[src/hw/rtl/fsc_pkg.sv]
// Shared types, constants and helpers for the frustum sphere culler.
// No dependencies; the square root, divider, culler and testbench refer to it by scoped names.
`default_nettype none
package fsc_pkg;

  localparam int DATA_W      = 32;
  localparam int COORD_W     = 32;
  localparam int PLANE_W     = 48;
  localparam int NUM_W       = 62;
  localparam int MUL_W       = 34;
  localparam int PROD_W      = 2 * MUL_W;
  localparam int MAT_DEPTH   = 16;
  localparam int PLANE_DEPTH = 24;
  localparam int MAT_AW      = $clog2(MAT_DEPTH);
  localparam int PLANE_AW    = $clog2(PLANE_DEPTH);

  localparam logic [1:0] COMP_OFFSET = 2'd3;
  localparam logic [1:0] ROW_W       = 2'd3;
  localparam logic [2:0] LAST_PLANE  = 3'd5;
  localparam logic [2:0] LAST_MAT_RD = 3'd7;

  typedef enum logic [1:0] {
    CFG_VIEWER_X = 2'd0,
    CFG_VIEWER_Y = 2'd1,
    CFG_VIEWER_Z = 2'd2,
    CFG_MAX_DIST = 2'd3
  } fsc_cfg_idx_t;

  typedef enum logic [3:0] {
    ST_IDLE,
    ST_SPH_RD,
    ST_SPH_DX,
    ST_SPH_DY,
    ST_SPH_DZ,
    ST_SPH_DL,
    ST_SPH_DW,
    ST_SPH_CMP,
    ST_EX_RD,
    ST_EX_WT,
    ST_EX_SQ,
    ST_EX_SQS,
    ST_EX_SQRT,
    ST_EX_COMP,
    ST_EX_DIVW
  } fsc_state_t;

  typedef enum logic [2:0] {
    PT_NONE,
    PT_PLANE,
    PT_DX,
    PT_DY,
    PT_DZ,
    PT_LIM,
    PT_LEN
  } fsc_ptag_t;

  typedef struct packed {
    logic                 start;
    logic [NUM_W-1:0]     num;
    logic [DATA_W-1:0]    den;
  } fsc_div_req_t;

  // saturate a 33-bit signed sum to 32 bits
  function automatic logic [DATA_W-1:0] fsc_sat33(input logic [DATA_W:0] s);
    logic [DATA_W-1:0] res;
    if (s[DATA_W] != s[DATA_W-1]) begin
      res = s[DATA_W] ? {1'b1, {(DATA_W-1){1'b0}}} : {1'b0, {(DATA_W-1){1'b1}}};
    end else begin
      res = s[DATA_W-1:0];
    end
    return res;
  endfunction

  // apply sign to a magnitude and saturate to 32 bits
  function automatic logic [DATA_W-1:0] fsc_sat_mag(input logic neg,
                                                   input logic [NUM_W-1:0] mag);
    logic [DATA_W-1:0] res;
    logic              big;
    if (neg) begin
      big = (|mag[NUM_W-1:DATA_W]) || (mag[DATA_W-1] && (|mag[DATA_W-2:0]));
      res = big ? {1'b1, {(DATA_W-1){1'b0}}} : (~mag[DATA_W-1:0] + {{(DATA_W-1){1'b0}}, 1'b1});
    end else begin
      big = |mag[NUM_W-1:DATA_W-1];
      res = big ? {1'b0, {(DATA_W-1){1'b1}}} : mag[DATA_W-1:0];
    end
    return res;
  endfunction

endpackage
`default_nettype wire

[src/hw/rtl/fsc_isqrt.sv]
// Iterative integer square root, two result bits per step pair, 32 steps.
// Depends on fsc_pkg.
`default_nettype none
module fsc_isqrt (
  input  wire logic                        clk,
  input  wire logic                        rst_n,
  input  wire logic                        start,
  input  wire logic [2*fsc_pkg::DATA_W-1:0] val,
  output logic                             done,
  output logic [fsc_pkg::DATA_W-1:0]       root
);

  localparam int VW = 2 * fsc_pkg::DATA_W;

  logic [VW-1:0] v_r, r_r, b_r;
  logic [5:0]    cnt_r;
  logic          busy_r, done_r;
  logic [VW:0]   rb;
  logic          ge;

  assign rb   = {1'b0, r_r} + {1'b0, b_r};
  assign ge   = {1'b0, v_r} >= rb;
  assign done = done_r;
  assign root = r_r[fsc_pkg::DATA_W-1:0];

  always_ff @(posedge clk) begin
    if (!rst_n) begin
      busy_r <= 1'b0;
      done_r <= 1'b0;
      cnt_r  <= '0;
    end else begin
      done_r <= 1'b0;
      if (start) begin
        busy_r <= 1'b1;
        cnt_r  <= 6'(fsc_pkg::DATA_W - 1);
      end else if (busy_r) begin
        cnt_r <= cnt_r - 6'd1;
        if (cnt_r == 6'd0) begin
          busy_r <= 1'b0;
          done_r <= 1'b1;
        end
      end
    end
  end

  always_ff @(posedge clk) begin
    if (start) begin
      v_r <= val;
      r_r <= '0;
      b_r <= {2'b01, {(VW-2){1'b0}}};
    end else if (busy_r) begin
      if (ge) begin
        v_r <= v_r - rb[VW-1:0];
        r_r <= (r_r >> 1) + b_r;
      end else begin
        r_r <= r_r >> 1;
      end
      b_r <= b_r >> 2;
    end
  end

endmodule
`default_nettype wire

[config.mk]
export PLATFORM = sky130hd
export DESIGN_NAME = fsc_isqrt
export DESIGN_NICKNAME = d
export VERILOG_FILES = /design/src/hw/rtl/fsc_pkg.sv /design/src/hw/rtl/fsc_isqrt.sv
export SDC_FILE = /design/constraint.sdc
export NUM_CORES = 1
export LEC_CHECK = 0
export BUFFER_PORTS_ARGS = -buffer_cell sky130_fd_sc_hd__buf_2
export CAP_MARGIN = 20
export CORE_ASPECT_RATIO = 1.5
export CORE_UTILIZATION = 55
export CTS_CLUSTER_SIZE = 24
export DETAILED_ROUTE_END_ITERATION = 8
export GPL_TIMING_DRIVEN = 0
export MAX_ROUTING_LAYER = met4
export PLACE_DENSITY = 0.81
export SLEW_MARGIN = 20
export SYNTH_ARGS = -nofsm -noshare
export SYNTH_HDL_FRONTEND = slang
export SYNTH_SLANG_ARGS = --single-unit
[constraint.sdc]
create_clock -name clk -period 17.15 [get_ports clk]
set_clock_uncertainty 0.1 [all_clocks]
set_input_delay 0.8575 -clock clk [delete_from_list [all_inputs] [get_ports clk]]
set_output_delay 0.8575 -clock clk [all_outputs]
set_load 0.1 [all_outputs]
# Word-level counts from Yosys, hierarchy flattened
# Cells that the tools add are included.
[totals] regBits=168 inputBits=67 out_inout_bits=33 wordCells=30
[op_classes] n_addsub=4 order_cmp=1 n_mux=10 bitwise_logic=2 n_reduce_logical=6
[op_table] op="$mux W64" count=4
[op_table] op="$add A64 B63 Y65" count=1
[op_table] op="$ge A64 B65 Y1" count=1
[op_table] op="$add A63 B63 Y64" count=1
[op_table] op="$sub A64 B64 Y64" count=1
[op_table] op="$mux W5" count=2
[op_table] op="$logic_not A6 Y1" count=1
[op_table] op="$sub A6 B1 Y6 const B" count=1
[op_table] op="$mux W1" count=4
[op_table] op="$reduce_bool A2 Y1" count=2
[op_table] op="$reduce_or A3 Y1" count=1
[op_table] op="$not A1 Y1" count=2
[op_table] op="$reduce_and A2 Y1" count=1
[op_table] op="$reduce_or A2 Y1" count=1

# Depth between registers and ports, before layout
[logic_depth] ltp_word=5 depth_mapped=28 depth_no_buf=25

# Worst setup path before layout
# No wires, ideal clock.
[synth_timing] path_kind="flip-flop to flip-flop" start="register r_r[0]" end="register v_r[0] (enable)" setup_time_ps=421 arrival_ps=6198 required_time_ps=16629 setup_slack_ps=10432 path_stages_with_launch=26 path_buffers=1 synth_period_minus_slack_ps=6718 path_cell_list="dfxtp_1 > ha_1 > ha_1 > a21oi_1 > o21ai_1 > a21o_1 > a31oi_1 > o21ai_0 > a21o_1 > and3_1 > or2_2 > a31oi_1 > o21ai_0 > xnor2_1 > ha_1 > nand2_1 > nor2_1 > nand4_1 > o21ai_1 > a31oi_1 > o21a_1 > o21a_2 > o31ai_4 > and2_4 > clkbuf_1 > a21o_1"
[synth_between] elab_chain_len=4
[synth_lines] item="start: declaration" line="fsc_isqrt.sv:15" text="logic [VW-1:0] v_r, r_r, b_r;"
[synth_lines] item="start signal: assignment" line="fsc_isqrt.sv:54" text="r_r <= (r_r >> 1) + b_r;"
[synth_lines] item="start signal: assignment" line="fsc_isqrt.sv:56" text="r_r <= r_r >> 1;"
[synth_lines] item="$add A64 B63 Y65" line="fsc_isqrt.sv:21" text="assign rb = {1'b0, r_r} + {1'b0, b_r};"
[synth_lines] item="$ge A64 B65 Y1" line="fsc_isqrt.sv:22" text="assign ge = {1'b0, v_r} >= rb;"
[synth_lines] item="$reduce_bool A2 Y1 (no line)"
[synth_lines] item="$reduce_and A2 Y1 (no line)"
[synth_lines] item="end signal: assignment" line="fsc_isqrt.sv:48" text="v_r <= val;"
[synth_lines] item="end signal: assignment" line="fsc_isqrt.sv:53" text="v_r <= v_r - rb[VW-1:0];"
[synth_lines] item="end: declaration" line="fsc_isqrt.sv:15"
# No other way between the ends.
# A chain may end at the register's enable or synchronous reset.

# Worst setup path in the final report
[layout_timing] start="register r_r[2]" end="register v_r[30] (enable)"
# The elaborated chain is that of the path after synthesis.

==> results.tsv <==
stage	metric	value	unit
job	maximum capacitance violations	0	
synthesis	register area share after synthesis	25.9	%
die	# IOs	100	
global_route	largest net degree at the start of global routing	36	
synthesis	ys async rst share	0	%
placed_design	GPL Wtd Cong	0.996	
status	failing checks	DRC	
die	core footprint	0.0274	sq mm
placed_design	Post-DP HPWL	38000	um
final_layout	most frequent cells in the layout	197 x nand2_1, 173 x nor2_1, 145 x o21ai_0	
sta	fin crit share	49.3	%
clocking	Clock Tree Root	clkbuf_16	
final_layout	FF+latch area	0.00400	sq mm
clocking	Reg clk slew, reported paths	0.07	ns
status	status	finished with violations	
clocking	Clock Path Buffers	2	
power	Peak supply drop	0.0000894	V
synthesis	Synth Flop Type	dfxtp_1	
sta	Final Hold Fails	0	
clocking	H-Tree Depth	4	
sta	actual transition at the worst max-transition pin	1.19	ns
setup_path	critical-path maximum fanout	35	
placed_design	number of port buffers	99	
detailed_routing	first drt pass iteration count	9	
die	Die Y	207	um
clocking	CTS sink count	168	
final_layout	Util after Layout	62.0	%
detailed_routing	DRT iter0 DRCs	1289	
detailed_routing	via count	15400	
setup_path	critical path arrival	8.50	ns
setup_path	CP Launch Type	flip-flop	
global_route	Remaining Overflow, GRT	0	
clocking	hold buffer count at cts	0	
final_layout	multi-input logic area	0.0105	sq mm
detailed_routing	routed wire length	50100	um
setup_path	crit end category	flip-flop	
power	Pwr per Cell Area	157	mW/mm^2
clocking	TritonCTS Buffers	17	
clocking	worst skew pair latency	0.46	ns
detailed_routing	drt drc	2	
synthesis	Avg Cell Area, Syn	8.10	sq um
detailed_routing	Final ANT Viol Nets	0	
clocking	CTS tree	built	
die	die area	0.0288	sq mm
detailed_routing	Routed wire per std cell	21.0	um
synthesis	EDFF count, synth	64	
global_route	initial antenna violation count	0	
synthesis	distinct cell type count after synthesis	96	
clocking	Post-CTS Setup Repair Bufs	0	
global_route	first-pass GRT wire length	78400	um
sta	Final Slew Violations	0	
synthesis	synthesis warning total	0	
die	row cnt	74	
synthesis	Yosys reg bits	168	
power	Static Leak	6.75	nW
synthesis	Mapped Area	0.0155	sq mm
synthesis	Mapped Cells	1908	
sta	fmax	0.118	GHz
setup_path	critical path type	reg2reg	
setup_path	setup slack, reg-to-reg	8.70	ns
setup_path	Worst EP required	17.20	ns
final_layout	final net count	2226	
detailed_routing	Vias/cell	6.46	
sta	clock period minus worst slack	8.45	ns
final_layout	Area Overhead vs Synth	9.90	%
sta	final setup fails	0	
sta	Post-Route Setup TNS	0	ns
die	Die X	139	um
final_layout	# diodes	0	
sta	RSZ-0062 raised after global routing	no	
die	initial core utilization	56.4	%
clocking	CTS-repair resized insts	0	
global_route	Total GRT Usage	35.8	%
final_layout	fillers	2491	
sta	slew margin rel.	19.3	%
worst_hold_path	Hold WC Path Type	reg2reg	
global_route	vias in the first global route	14900	
synthesis	syn_nets	2107	
final_layout	most common cell after layout, fill and taps aside	nand2_1	
final_layout	layout cells sized above 1	14.0	%
[cells by family after synthesis]
kind of cell	Yosys count	share of synthesized area, %
flip-flops	168	25.9
AND/OR/NAND/NOR	626	19.1
adder cells (fa/ha/maj)	132	10.7
XOR/XNOR	162	9.18
multiplexers	50	3.31
AO/OA/AOI/OAI	594	25.8
buffers and inverters	176	6.06
[cell usage after synthesis (49+ instances only)]
master / count / share of area, %
clkbuf_1: 52 / 1.3
a31oi_1: 60 / 2.4
xor2_1: 92 / 5.2
nand2_1: 197 / 4.8
o21ai_0: 145 / 4.7
nor2_1: 173 / 4.2
xnor2_1: 70 / 4.0
edfxtp_1: 64 / 12
ha_1: 131 / 11
nand4_1: 49 / 2.0
nand3_1: 70 / 2.3
a21oi_1: 116 / 3.8
dfxtp_1: 104 / 13
[registers in the layout (all words and copies together), names as in the netlist]
signal  flops
busy_r      1
cnt_r       6
b_r        32
done        1
r_r        64
v_r        64
[report_power, final]
part	internal (W)	switching [W]
clock network	0.000206	0.000193
registers	0.000546	0.0000753
logic	0.000598	0.00104
total	0.00135	0.00131
[per-stage QoR]
stage	std cells	power (W)	hold WS (ns)	setup slack, ns	cell area [sq um]
6_report	2382	0.00266	0.426	8.70	17000
5_1_grt	2382	0.00282	0.437	8.64	17000
4_1_cts	2382	0.00263	0.422	8.99	17000
3_5_place_dp	2350	0.00222	0.412	9.02	16400
3_3_place_gp	2349	0.00219	0.402	7.48	16400
2_1_floorplan	1908	0.00182	0.378	10.43	15500
[worst max-delay path: stages, from the launching register on]
cell,delay [ns]
dfxtp_1,0.48
ha_1,0.32
a31oi_1,0.43
a211oi_2,0.19
a21oi_2,0.38
o31ai_4,0.15
a211oi_2,0.44
o41a_1,0.33
o31ai_4,0.11
o311ai_1,0.44
nor2b_4,0.27
o21ai_0,0.12
xnor2_1,0.15
ha_1,0.28
clkbuf_1,0.27
nand4_1,0.45
nor4_1,0.99
a31o_2,0.30
a21oi_1,0.07
o31ai_4,0.12
and2_4,0.24
clkbuf_1,0.62
a21o_4,0.52
buf_12,0.29
[area by class of cell]
type / instances / share of cell area (%)
multi-input cells: 1564 / 62.0
flip-flops and latches: 168 / 23.6
plain buffers: 136 / 4.63
repair buffers: 100 / 3.03
well taps: 342 / 2.52
clock buffers: 17 / 2.50
clock inverters: 15 / 0.906
inverters: 40 / 0.884
[per-layer routing]
| metal | vias to the layer above | part of all wire [%] | track usage [%] |
|---|---|---|---|
| li1 | 7269 | - | - |
| met1 | 7320 | 39 | 40.3 |
| met2 | 649 | 49 | 60.4 |
| met3 | 157 | 6.0 | 4.71 |
| met4 | 0 | 5.7 | 21.0 |
| met5 | - | 0 | - |
[worst paths after layout]
kind | startpoint | endpoint | cells past startpoint
worst max-delay path | r_r[2] | v_r[30] | 23
worst min-delay path | r_r[0] | r_r[0] | 2
worst max register to register | r_r[2] | v_r[30] | 23
worst min register to register | r_r[0] | r_r[0] | 2
No activity file was read; power rests on OpenSTA's default activity.
