File: src/hw/rtl/fsc_pkg.sv
// Shared types, constants and helpers for the frustum sphere culler.
// No dependencies; the square root, divider, culler and testbench refer to it by scoped names.
`default_nettype none
package fsc_pkg;

  localparam int DATA_W      = 32;
  localparam int COORD_W     = 32;
  localparam int PLANE_W     = 48;
  localparam int NUM_W       = 62;
  localparam int MUL_W       = 34;
  localparam int PROD_W      = 2 * MUL_W;
  localparam int MAT_DEPTH   = 16;
  localparam int PLANE_DEPTH = 24;
  localparam int MAT_AW      = $clog2(MAT_DEPTH);
  localparam int PLANE_AW    = $clog2(PLANE_DEPTH);

  localparam logic [1:0] COMP_OFFSET = 2'd3;
  localparam logic [1:0] ROW_W       = 2'd3;
  localparam logic [2:0] LAST_PLANE  = 3'd5;
  localparam logic [2:0] LAST_MAT_RD = 3'd7;

  typedef enum logic [1:0] {
    CFG_VIEWER_X = 2'd0,
    CFG_VIEWER_Y = 2'd1,
    CFG_VIEWER_Z = 2'd2,
    CFG_MAX_DIST = 2'd3
  } fsc_cfg_idx_t;

  typedef enum logic [3:0] {
    ST_IDLE,
    ST_SPH_RD,
    ST_SPH_DX,
    ST_SPH_DY,
    ST_SPH_DZ,
    ST_SPH_DL,
    ST_SPH_DW,
    ST_SPH_CMP,
    ST_EX_RD,
    ST_EX_WT,
    ST_EX_SQ,
    ST_EX_SQS,
    ST_EX_SQRT,
    ST_EX_COMP,
    ST_EX_DIVW
  } fsc_state_t;

  typedef enum logic [2:0] {
    PT_NONE,
    PT_PLANE,
    PT_DX,
    PT_DY,
    PT_DZ,
    PT_LIM,
    PT_LEN
  } fsc_ptag_t;

  typedef struct packed {
    logic                 start;
    logic [NUM_W-1:0]     num;
    logic [DATA_W-1:0]    den;
  } fsc_div_req_t;

  // saturate a 33-bit signed sum to 32 bits
  function automatic logic [DATA_W-1:0] fsc_sat33(input logic [DATA_W:0] s);
    logic [DATA_W-1:0] res;
    if (s[DATA_W] != s[DATA_W-1]) begin
      res = s[DATA_W] ? {1'b1, {(DATA_W-1){1'b0}}} : {1'b0, {(DATA_W-1){1'b1}}};
    end else begin
      res = s[DATA_W-1:0];
    end
    return res;
  endfunction

  // apply sign to a magnitude and saturate to 32 bits
  function automatic logic [DATA_W-1:0] fsc_sat_mag(input logic neg,
                                                   input logic [NUM_W-1:0] mag);
    logic [DATA_W-1:0] res;
    logic              big;
    if (neg) begin
      big = (|mag[NUM_W-1:DATA_W]) || (mag[DATA_W-1] && (|mag[DATA_W-2:0]));
      res = big ? {1'b1, {(DATA_W-1){1'b0}}} : (~mag[DATA_W-1:0] + {{(DATA_W-1){1'b0}}, 1'b1});
    end else begin
      big = |mag[NUM_W-1:DATA_W-1];
      res = big ? {1'b0, {(DATA_W-1){1'b1}}} : mag[DATA_W-1:0];
    end
    return res;
  endfunction

endpackage
`default_nettype wire

File: src/hw/rtl/fsc_div.sv
// Restoring unsigned divider, one quotient bit per cycle.
// Depends on fsc_pkg.
`default_nettype none
module fsc_div (
  input  wire logic                       clk,
  input  wire logic                       rst_n,
  input  wire fsc_pkg::fsc_div_req_t      req,
  output logic                            done,
  output logic [fsc_pkg::NUM_W-1:0]       quot
);

  localparam int NW = fsc_pkg::NUM_W;
  localparam int DW = fsc_pkg::DATA_W;

  logic [DW-1:0] rem_r, den_r;
  logic [NW-1:0] num_r, quot_r;
  logic [5:0]    cnt_r;
  logic          busy_r, done_r;
  logic [DW:0]   trial, diff;
  logic          ge;

  assign trial = {rem_r, num_r[NW-1]};
  assign ge    = trial >= {1'b0, den_r};
  assign diff  = trial - {1'b0, den_r};
  assign done  = done_r;
  assign quot  = quot_r;

  always_ff @(posedge clk) begin
    if (!rst_n) begin
      busy_r <= 1'b0;
      done_r <= 1'b0;
      cnt_r  <= '0;
    end else begin
      done_r <= 1'b0;
      if (req.start) begin
        busy_r <= 1'b1;
        cnt_r  <= 6'(NW - 1);
      end else if (busy_r) begin
        cnt_r <= cnt_r - 6'd1;
        if (cnt_r == 6'd0) begin
          busy_r <= 1'b0;
          done_r <= 1'b1;
        end
      end
    end
  end

  always_ff @(posedge clk) begin
    if (req.start) begin
      rem_r  <= '0;
      den_r  <= req.den;
      num_r  <= req.num;
      quot_r <= '0;
    end else if (busy_r) begin
      rem_r  <= ge ? diff[DW-1:0] : trial[DW-1:0];
      num_r  <= {num_r[NW-2:0], 1'b0};
      quot_r <= {quot_r[NW-2:0], ge};
    end
  end

endmodule
`default_nettype wire

File: config.mk
export PLATFORM = sky130hd
export DESIGN_NAME = fsc_div
export DESIGN_NICKNAME = d
export VERILOG_FILES = /design/src/hw/rtl/fsc_pkg.sv /design/src/hw/rtl/fsc_div.sv
export SDC_FILE = /design/constraint.sdc
export NUM_CORES = 1
export LEC_CHECK = 0
export BUFFER_PORTS_ARGS = -buffer_cell sky130_fd_sc_hd__buf_4
export CORE_MARGIN = 10
export CORE_UTILIZATION = 51
export CTS_CLUSTER_SIZE = 16
export DETAILED_ROUTE_END_ITERATION = 8
export GPL_ROUTABILITY_DRIVEN = 0
export PLACE_DENSITY = 0.74
export SYNTH_ARGS = -nofsm -noshare
export SYNTH_HDL_FRONTEND = slang
export SYNTH_SLANG_ARGS = --single-unit
File: constraint.sdc
create_clock -name clk -period 3.1 [get_ports clk]
set_clock_uncertainty 0.2 [all_clocks]
set_input_delay 0.155 -clock clk [delete_from_list [all_inputs] [get_ports clk]]
set_output_delay 0.155 -clock clk [all_outputs]
set_load 0.02 [all_outputs]
; ---- Word-level counts from Yosys, hierarchy flattened
; Index checks and enable logic that the tools add are counted.
[word_totals]
in_bits = 97
reg_bits = 196
[op_classes]
mux = 9
order_cmp = 1
reduce_logical = 4
addsub = 2
bitwise_logic = 2
[op_table]
columns = operator, n
row1 = two-way mux 62 bit, 2
row2 = >= comparator 33 x 32 -> 1 bit, 1
row3 = two-way mux 32 bit, 1
row4 = subtractor 32 bit, 1
row5 = two-way mux 6 bit, 2
row6 = logical NOT 6 bit, 1
row7 = subtractor 6 x 1 -> 6 bit (second input constant), 1
row8 = two-way mux 1 bit, 4
row9 = OR reduction 3 bit, 1
row10 = inverter 1 bit, 2
row11 = nonzero test 2 bit, 1
row12 = OR reduction 2 bit, 1

; ---- Longest topological paths before layout
; Gate-level depths: netlist of run 1.
[depth]
ltp_word = 4
depth_mapped = 13
depth_no_buf = 12

; ---- Least setup slack after synthesis of run 1
; Ideal clock, no wire load.
[synth_timing]
path_kind = reg2reg
from = register den_r[0]
to = register rem_r[30]
synth_period_minus_slack_ns = 3.123
setup_ns = 0.088
arrival_ns = 2.835
path_stages_with_launch = 12
setup_slack_ns = -0.023
n_path_buf = 0
path_cell_list = edfxtp_1 > ha_1 > fa_1 > and2b_1 > o2111ai_1 > a2111oi_2 > nor3_1 > o31a_1 > o21ai_2 > and4b_1 > o21ai_1 > a311oi_2
[synth_between]
elab_chain_cells = 2
[synth_rtl]
columns = element, line
row1 = from (decl), fsc_div.sv:15  ; logic [DW-1:0] rem_r, den_r;
row2 = from (signal assigned), fsc_div.sv:51  ; den_r <= req.den;
row3 = subtractor 32 bit or >= comparator 33 x 32 -> 1 bit (tied branches), "fsc_div.sv:24, fsc_div.sv:23"
row4 = two-way mux 32 bit (*), fsc_div.sv:55  ; rem_r <= ge ? diff[DW-1:0] : trial[DW-1:0];
row5 = to (signal assigned), fsc_div.sv:55
row6 = to (decl), fsc_div.sv:15
; Every way passes the cells marked *; elsewhere a longest branch is shown, timed or not.
; A chain may end at the register's enable or synchronous reset.

; ---- Worst setup path after layout of run 1
; Ends and elaborated chain as after synthesis.

==> impl_metrics.yaml, run 1 <==
outcome:
  status: "finished, final reports clean"
placed_design:
  portBuffers: 159
  dp_hpwl_um: 14900
logic_synthesis:
  yosysWarnings: 0
  synth-main-ff-cell: "dfxtp_1"
  syn_area_per_cell_um2: 11.1
  synth_nets: 972
  ys_ff_latch: 196
  postSynthCellCount: 840
  synth_edf_count: 94
  post_synth_most_frequent_cells: "110 x nor2_1, 102 x dfxtp_1, 94 x edfxtp_1"
  yosysUniqueCellTypes: 60
  synth.cell_area_mm2: 0.00929
  yosysSeqAreaShare_pct: 52.3
  synthTopCellsByArea: "edfxtp_1 30%, dfxtp_1 22%, mux2i_1 8.7%"
  synth_most_common_cell: "nor2_1"
  synth-async-reset-ratio_pct: 0
  synth_top_area_share_pct: 30.4
  synth_area_leader_cell: "edfxtp_1"
setup_path:
  setup.worst_path.end: "rem_r[30]$_SDFFE_PP0P_"
  worstSetupEndpointType: "flop"
  critical_path.max_fanout: 3
  path_buf_inv: 1
  cpMaxStageDelayCell: "edfxtp_1"
  worst_ep_required_time_ns: 3.24
  cp.arrival_ns: 3.22
  reg2reg_slack_ns: 0.02
  worstSetupStartpoint: "den_r[0]$_DFFE_PP_"
  path_class: "reg -> reg"
  slowest_delay_ns: 0.40
  crit_family: "compound AO/OA/AOI/OAI gates"
  worst_r2r_endpoint: "rem_r[30]$_SDFFE_PP0P_"
  r2r_start: "den_r[0]$_DFFE_PP_"
  r2r_cells: 12
  cp-start-kind: "flop"
  crit_chain: "ha_2 > fa_2 > and2b_2 > o2111ai_4 > a2111oi_4 > buf_4 > nor3_2 > o31a_1 > o21ai_2 > and4b_1 > o21ai_1 > a311oi_2"
  cp.depth: 12
clocking:
  ctsRootBufferMaster: "clkbuf_16"
  tritoncts: "built"
  cts_made_buffers: 17
  clockBufferDepth: 2
  cts.sinks: 196
  clock_latency_ns: 0.43
  htreeDepth: 4
  clk_pin_slew_ns: 0.08
timing:
  period_needed_ns: 3.08
  hold_ws_ns: 0.245
  timing.fmax_mhz: 325
  finalHoldViolCount: 0
  setup_viol: 0
  rsz0062_at_grt: "yes"
  slew_headroom_pct: 38.7
  fin_crit_sh_pct: 99.2
  slew_viol_final: 0
  worst_slew_pin_slew_ns: 0.920
floorplanning:
  rows: 49
  start_util_pct: 51.7
  core_mm2: 0.0180
  die_h_um: 155
  dieArea_mm2: 0.0240
  die-width_um: 155
  io_pins: 160
drt:
  via_count: 7137
  avgRoutedWirePerCell_um: 16.7
  drt_pre_antenna_iters: 4
  ant_nets: 0
  drcViolationCount: 0
  finalWirelength_um: 22800
  first_iter_violations: 334
  viasPerCell: 5.24
layout:
  nets: 1251
  drive_above_1_share_pct: 29.2
  area_growth_pct: 37.0
flow_run:
  maxCapViolations: 0
global_route:
  antenna_found_initial: 2
  grt_pass1_wl_um: 37400
  grt_max_degree: 78
  overflow: 0
  grt_pass1_vias: 7374
  grt_usage_pct: 18.7
power:
  power-per-cell-area_mw_per_mm2: 515
  leakage_nw: 5.28
  power_w: 0.00656
  ir_worst_vdd_v: 0.000476
hold_path:
  holdPathStages: 2
  hold_class: "in -> reg"
[cell usage in the layout (no fill, tap or decap), drive strengths merged, types with 4 or more instances in the layout]
master	instances
buf	201
nor2	110
dfxtp	102
dlygate4sd3	96
edfxtp	94
mux2i	81
mux2	62
inv	56
a21oi	44
nand2	41
ha	34
o21ai	29
a211oi	25
xnor2	20
clkbuf	17
xor2	8
nand3	8
o21bai	8
nand4	7
nor3	7
clkinv	7
a21boi	6
a21o	5
o21a	5
a31oi	4
nand2b	4
and2	4
o31ai	4
a2111oi	4
[worst min path at each step]
stage / start / endpoint / slack, ns
floorplan: req[0] / den_r[0]$_DFFE_PP_ / 0.05
global placement: req[20] / den_r[20]$_DFFE_PP_ / 0.13
detailed placement: req[20] / den_r[20]$_DFFE_PP_ / 0.13
CTS: req[15] / den_r[15]$_DFFE_PP_ / 0.23
global route: req[7] / den_r[7]$_DFFE_PP_ / 0.24
finish: req[7] / den_r[7]$_DFFE_PP_ / 0.24
[what timing repair did]
action,in CTS,in global routing
gates cloned,0,0
endpoints found under the hold margin,105,0
setup endpoints to repair,10,32
pin swaps,5,6
hold buffers,96,0
setup buffers,2,8
resized for setup,10,28
[metrics by stage]
stage | area, um2 | cells | TNS [ns] | setup WS, ns | util, %
finish | 12700 | 1363 | 0 | 0.0233 | 70.9
global route | 12700 | 1362 | -0.796 | -0.102 | 70.9
CTS | 12500 | 1353 | -0.0303 | -0.0303 | 69.8
detailed placement | 10900 | 1223 | -0.698 | -0.204 | 60.7
global placement | 10900 | 1223 | -0.311 | -0.121 | 60.7
floorplan | 9290 | 840 | 0 | 0.0322 | -
[worst register-to-register path, delay by kind of cell, from the launching register on]
kind | cells | cell delay [ns]
buffers and inverters | 1 | 0.17
adder cells (fa/ha/maj) | 2 | 0.56
flip-flops | 1 | 0.40
AND/OR/NAND/NOR | 3 | 0.50
AO/OA/AOI/OAI | 6 | 1.19
[metal layers]
layer | wire, um | GRT usage, % | up-vias
met5 | 0 | 0 | -
met4 | 248 | 4.90 | 0
met3 | 1320 | 5.10 | 19
met2 | 11600 | 32.4 | 172
li1 | - | - | 3584
met1 | 9630 | 22.4 | 3362
[where the power goes]
| group | total [W] | switching, W | internal, W |
|---|---|---|---|
| clock network | 0.00227 | 0.00112 | 0.00114 |
| logic | 0.00130 | 0.000639 | 0.000665 |
| registers | 0.00299 | 0.0000866 | 0.00290 |
[state kept, by name, summed over array words and instances, names as in the netlist]
register and cells:
quot 62, den_r 32, busy_r 1, num_r 62
done 1, rem_r 32, cnt_r 6
[cell families (layout without fill, tap and decap cells)]
family / count (synthesis) / after routing / share of synthesized area (%)
mux: 143 / 143 / 16.2
fa+ha+maj: 35 / 35 / 4.79
flops: 196 / 196 / 52.3
buf+inv: 86 / 378 / 3.59
simple gates: 198 / 198 / 9.22
other cells: 0 / 2 / 0
xor+xnor: 28 / 28 / 2.64
compound gates: 154 / 154 / 11.2
[layout make-up]
type	count	area (um2)
diodes	2	5.00
clock buffers	17	425
clock inverters	15	198
fillers	1279	5230
inverters	49	184
multi-input cells	558	4250
flip-flops and latches	196	4870
well taps	229	287
repair buffers	297	2520
(Power assumes the default switching activity.)
==> run 2: changes to the inputs <==
Settings changed: CORE_UTILIZATION 51 to 45, PLACE_DENSITY 0.74 to 0.67.
==> run 2 against run 1 <==
Worst setup slack lost 0.057 ns; first-iteration DRC count down 11%; the run now ends with negative setup slack left; register-to-register slack got worse by 0.06 ns; routed wire length rose by 1.1%; clock power down 2%; power down 1.3%; largest power group unchanged; sequential power about the same; via count is 0.49% higher; cell area fell by 0.19%; sequential share of layout area grew 0.072 points; worst hold slack got worse by 0.0017 ns.
==> impl_metrics.yaml, run 2 (synthesis results as in run 1) <==
hold_path:
  hold_class: "in -> reg"
setup_path:
  path_class: "reg -> reg"
  cp.arrival_ns: 3.28
  worstSetupEndpointType: "flop"
  crit_chain: "ha_2 > fa_2 > and2b_2 > o2111ai_4 > a2111oi_4 > buf_4 > nor3_2 > o31a_1 > o21ai_2 > and4b_1 > o21ai_2 > a311oi_2"
  crit_family: "compound AO/OA/AOI/OAI gates"
  slowest_delay_ns: 0.37
  critical_path.max_fanout: 3
  path_buf_inv: 1
  worst_ep_required_time_ns: 3.24
  cpMaxStageDelayCell: "edfxtp_1"
  cp-start-kind: "flop"
  crit_top_cell: "o21ai_2"
  reg2reg_slack_ns: -0.03
power:
  power-per-cell-area_mw_per_mm2: 509
  ir_worst_vdd_v: 0.000324
  leakage_nw: 5.25
clocking:
  clockBufferDepth: 2
  clock_latency_ns: 0.43
  ctsRootBufferMaster: "clkbuf_16"
  htreeDepth: 4
  cts.sinks: 196
  tritoncts: "built"
  cts_made_buffers: 17
  clk_pin_slew_ns: 0.08
floorplanning:
  start_util_pct: 45.8
  die-width_um: 164
  die_h_um: 164
  dieArea_mm2: 0.0268
  core_mm2: 0.0203
  io_pins: 160
  rows: 52
timing:
  slew_viol_final: 0
  rsz0062_at_grt: "yes"
  period_needed_ns: 3.13
  setup_viol: 1
  finalHoldViolCount: 0
  worst_slew_pin_slew_ns: 0.550
  tns_ns: -0.0338
  layout_setup_ws_ns: -0.0338
  timing.fmax_mhz: 319
  slew_headroom_pct: 63.3
  fin_crit_sh_pct: 101
outcome:
  status: "finished, violations left"
  failed_checks: "negative setup slack"
layout:
  nets: 1244
  final_common_cell: "buf_4"
  drive_above_1_share_pct: 28.1
  area_growth_pct: 36.7
  fillers: 1690
  instances_no_fill: 1398
  final_cell_mix: "187 x buf_4, 110 x nor2_1, 101 x dfxtp_1"
drt:
  first_iter_violations: 298
  drcViolationCount: 0
  via_count: 7172
  met3_length_um: 1240
  viasPerCell: 5.13
  drt_pre_antenna_iters: 4
  ant_nets: 0
  met2_length_um: 11400
  avgRoutedWirePerCell_um: 16.5
  finalWirelength_um: 23000
  highest_layer: "met4"
  wl_met1_um: 10200
global_route:
  grt_max_degree: 92
  overflow: 0
  antenna_found_initial: 3
  grt_usage_pct: 17.0
  grt_pass1_wl_um: 37400
  grt_pass1_vias: 7337
placed_design:
  portBuffers: 159
  dp_cells: 1261
  dp_hpwl_um: 15000
flow_run:
  maxCapViolations: 0
## run 2: changes by cell type in the layout (fill, tap and decap cells not counted), sizes merged
cell	previous run	this run
buf	201	194
bufinv	1	0
clkbuf	17	18
clkinv	7	8
diode	2	3
inv	56	55
## run 2: metal layers
layer	vias to the layer above	GRT usage [%]
li1	3575	-
met1	3426	21.2
met2	154	28.6
met3	17	5.13
met4	0	3.61
met5	-	0
## run 2: power breakdown
group	switching, W	internal (W)	total, W	leakage [nW]
logic	0.000631	0.000638	0.00127	3.19
clock network	0.00112	0.00110	0.00222	0.292
registers	0.0000847	0.00290	0.00299	1.77
total	0.00183	0.00464	0.00647	5.25
## run 2: per-stage QoR
step	total power (W)	setup WS (ns)	hold slack (ns)	cell area, um2	util [%]
final	0.00647	-0.0338	0.243	12700	62.6
after global routing	0.00678	-0.189	0.238	12700	62.6
after CTS	0.00651	-0.0429	0.216	12600	62.0
after detailed placement	0.00415	-0.213	0.134	11000	54.1
after global placement	0.00414	-0.152	0.134	11000	54.1
after floorplan	0.00379	0.0322	0.0539	9290	-
## run 2: cell type report
type	instances	area, um2	area share [%]
well taps	270	338	2.66
repair buffers	290	2500	19.6
clock buffers	18	429	3.38
diodes	3	7.51	0.0591
inverters	49	184	1.45
clock inverters	14	178	1.40
flip-flops and latches	196	4870	38.3
multi-input cells	558	4210	33.1
## run 2: timing repair
action / CTS / global route
endpoints found under the setup margin: 7 / 32
resized for setup: 6 / 18
setup buffers: 4 / 2
endpoints found under the hold margin: 126 / 0
hold buffers: 96 / 0
pin swaps: 3 / 6
## run 2: final timing paths
path | start | endpoint | cells past startpoint
worst min register to register | rem_r[21]$_SDFFE_PP0P_ | rem_r[21]$_SDFFE_PP0P_ | 2
worst min-delay path | req[7] | den_r[7]$_DFFE_PP_ | 2
worst max-delay path | den_r[0]$_DFFE_PP_ | rem_r[30]$_SDFFE_PP0P_ | 12
worst max register to register | den_r[0]$_DFFE_PP_ | rem_r[30]$_SDFFE_PP0P_ | 12
==> run 3: changes to the inputs <==
Settings changed: CORE_ASPECT_RATIO from default to 0.75, RECOVER_POWER from default to 25.
==> run 3 against run 2 <==
The run still ends with negative setup slack left; combinational power rose by 7%; routed wire length increased by 2.0%; power grew 2.0%; non-clock buffer count up 6; worst setup slack worse by 0.044 ns; fmax fell by 1.4%; register-to-register slack worse by 0.04 ns; clock power barely moved; utilization up 0.22 points; first-iteration DRC count rose by 62%; count of clock-buffer cells in the layout rose by 3; final cell count shrank 0.50%; critical path type unchanged; largest cell class unchanged.
==> impl_metrics.yaml, run 3 (synthesis results as in run 1) <==
drt:
  via_count: 7234
  finalWirelength_um: 23500
  first_iter_violations: 484
  avgRoutedWirePerCell_um: 16.9
  drt_pre_antenna_iters: 5
  viasPerCell: 5.20
  drcViolationCount: 0
  ant_nets: 0
setup_path:
  worst_r2r_endpoint: "rem_r[28]$_SDFFE_PP0P_"
  reg2reg_slack_ns: -0.08
  cp.arrival_ns: 3.29
  r2r_start: "num_r[61]$_DFFE_PP_"
  critical_path.max_fanout: 3
  r2r_cells: 15
  worstSetupStartpoint: "num_r[61]$_DFFE_PP_"
  worst_ep_required_time_ns: 3.21
  cp-start-kind: "flop"
  worstSetupEndpointType: "flop"
  setup.worst_path.end: "rem_r[28]$_SDFFE_PP0P_"
  path_class: "reg -> reg"
clocking:
  cts_made_buffers: 17
  clk_pin_slew_ns: 0.07
  clock_latency_ns: 0.44
  tritoncts: "built"
  ctsRootBufferMaster: "clkbuf_16"
  clockBufferDepth: 2
  htreeDepth: 4
  cts.sinks: 196
timing:
  timing.fmax_mhz: 315
  slew_headroom_pct: 48.2
  layout_setup_ws_ns: -0.0782
  period_needed_ns: 3.18
  rsz0062_at_grt: "yes"
  worst_slew_pin_slew_ns: 0.776
  slew_viol_final: 0
  tns_ns: -0.143
  fin_crit_sh_pct: 103
  finalHoldViolCount: 0
  setup_viol: 4
flow_run:
  maxCapViolations: 0
hold_path:
  holdPathStages: 2
  hold_class: "in -> reg"
layout:
  fillers: 1613
  nets: 1250
  instances_no_fill: 1391
  final_util_pct: 62.8
  fin_area_mm2: 0.0127
  final_cell_mix: "127 x buf_4, 110 x nor2_1, 101 x dfxtp_1"
  drive_above_1_share_pct: 26.8
  area_growth_pct: 37.0
  final_common_cell: "buf_4"
floorplanning:
  core_mm2: 0.0203
  dieArea_mm2: 0.0269
  start_util_pct: 45.9
  die_h_um: 144
  rows: 45
  die-width_um: 186
  io_pins: 160
outcome:
  failed_checks: "negative setup slack"
  status: "finished, violations left"
placed_design:
  portBuffers: 159
  dp_hpwl_um: 15400
  dp_cells: 1252
  dpl_cell_area_mm2: 0.0109
  detailedPlace.worstSlack_ns: -0.206
power:
  power-per-cell-area_mw_per_mm2: 518
  ir_worst_vdd_v: 0.000314
  leakage_nw: 5.14
global_route:
  grt_pass1_vias: 7006
  grt_max_degree: 103
  antenna_found_initial: 2
  grt_pass1_wl_um: 36900
  overflow: 0
  grt_usage_pct: 17.1
==> run 3: through the flow <==
step	power (W)	hold WS, ns
2_1_floorplan	0.00379	0.0539
3_3_place_gp	0.00414	0.133
3_5_place_dp	0.00416	0.134
4_1_cts	0.00654	0.206
5_1_grt	0.00689	0.244
6_report	0.00660	0.245
==> run 3: worst min path at each step <==
stage | start | endpoint
finish | req[21] | den_r[21]$_DFFE_PP_
global route | req[8] | den_r[8]$_DFFE_PP_
CTS | req[13] | den_r[13]$_DFFE_PP_
detailed placement | req[24] | den_r[24]$_DFFE_PP_
global placement | req[30] | den_r[30]$_DFFE_PP_
floorplan | req[0] | den_r[0]$_DFFE_PP_
==> run 3: layer usage <==
metal  global-route usage (%)  routed length, um  up-vias
met3                     5.74               1800       21
met1                     23.7              11200     3420
met5                        0                  0        -
met4                     4.27                234        0
met2                     25.0              10300      204
li1                         -                  -     3589
==> run 3: what timing repair did <==
item                                   CTS  global route
setup buffers                            3             5
gates cloned                             1             0
endpoints found under the hold margin  147             0
resized for setup                        8            45
setup endpoints to repair                6            32
hold buffers                            96             0
pin swaps                               10            15
==> run 3: worst max-delay path, cell delays in order, from the launching register on <==
cell       delay, ns
edfxtp_1        0.34
inv_1           0.05
ha_2            0.19
fa_2            0.34
and2b_2         0.25
o2111ai_4       0.16
a2111oi_4       0.33
buf_4           0.18
nor3_2          0.05
o31a_1          0.31
buf_4           0.16
buf_6           0.11
o21ai_4         0.15
nand3_2         0.08
o221ai_2        0.07
a211oi_2        0.09
==> run 3: cell type report <==
type / instances / area (um2) / area share, %
Antenna cell: 3 / 7.51 / 0.0590
Clock buffer: 21 / 526 / 4.13
Clock inverter: 10 / 78.8 / 0.619
Inverter: 49 / 184 / 1.44
Multi-Input combinational cell: 558 / 4340 / 34.1
Sequential cell: 196 / 4870 / 38.2
Tap cell: 258 / 323 / 2.54
Timing Repair Buffer: 296 / 2400 / 18.9
==> run 3: power by group <==
part	leakage [nW]	total, W	switching [W]	internal, W
logic	3.07	0.00136	0.000675	0.000685
registers	1.77	0.00300	0.0000887	0.00291
clock network	0.310	0.00225	0.000987	0.00126
total	5.14	0.00660	0.00175	0.00485
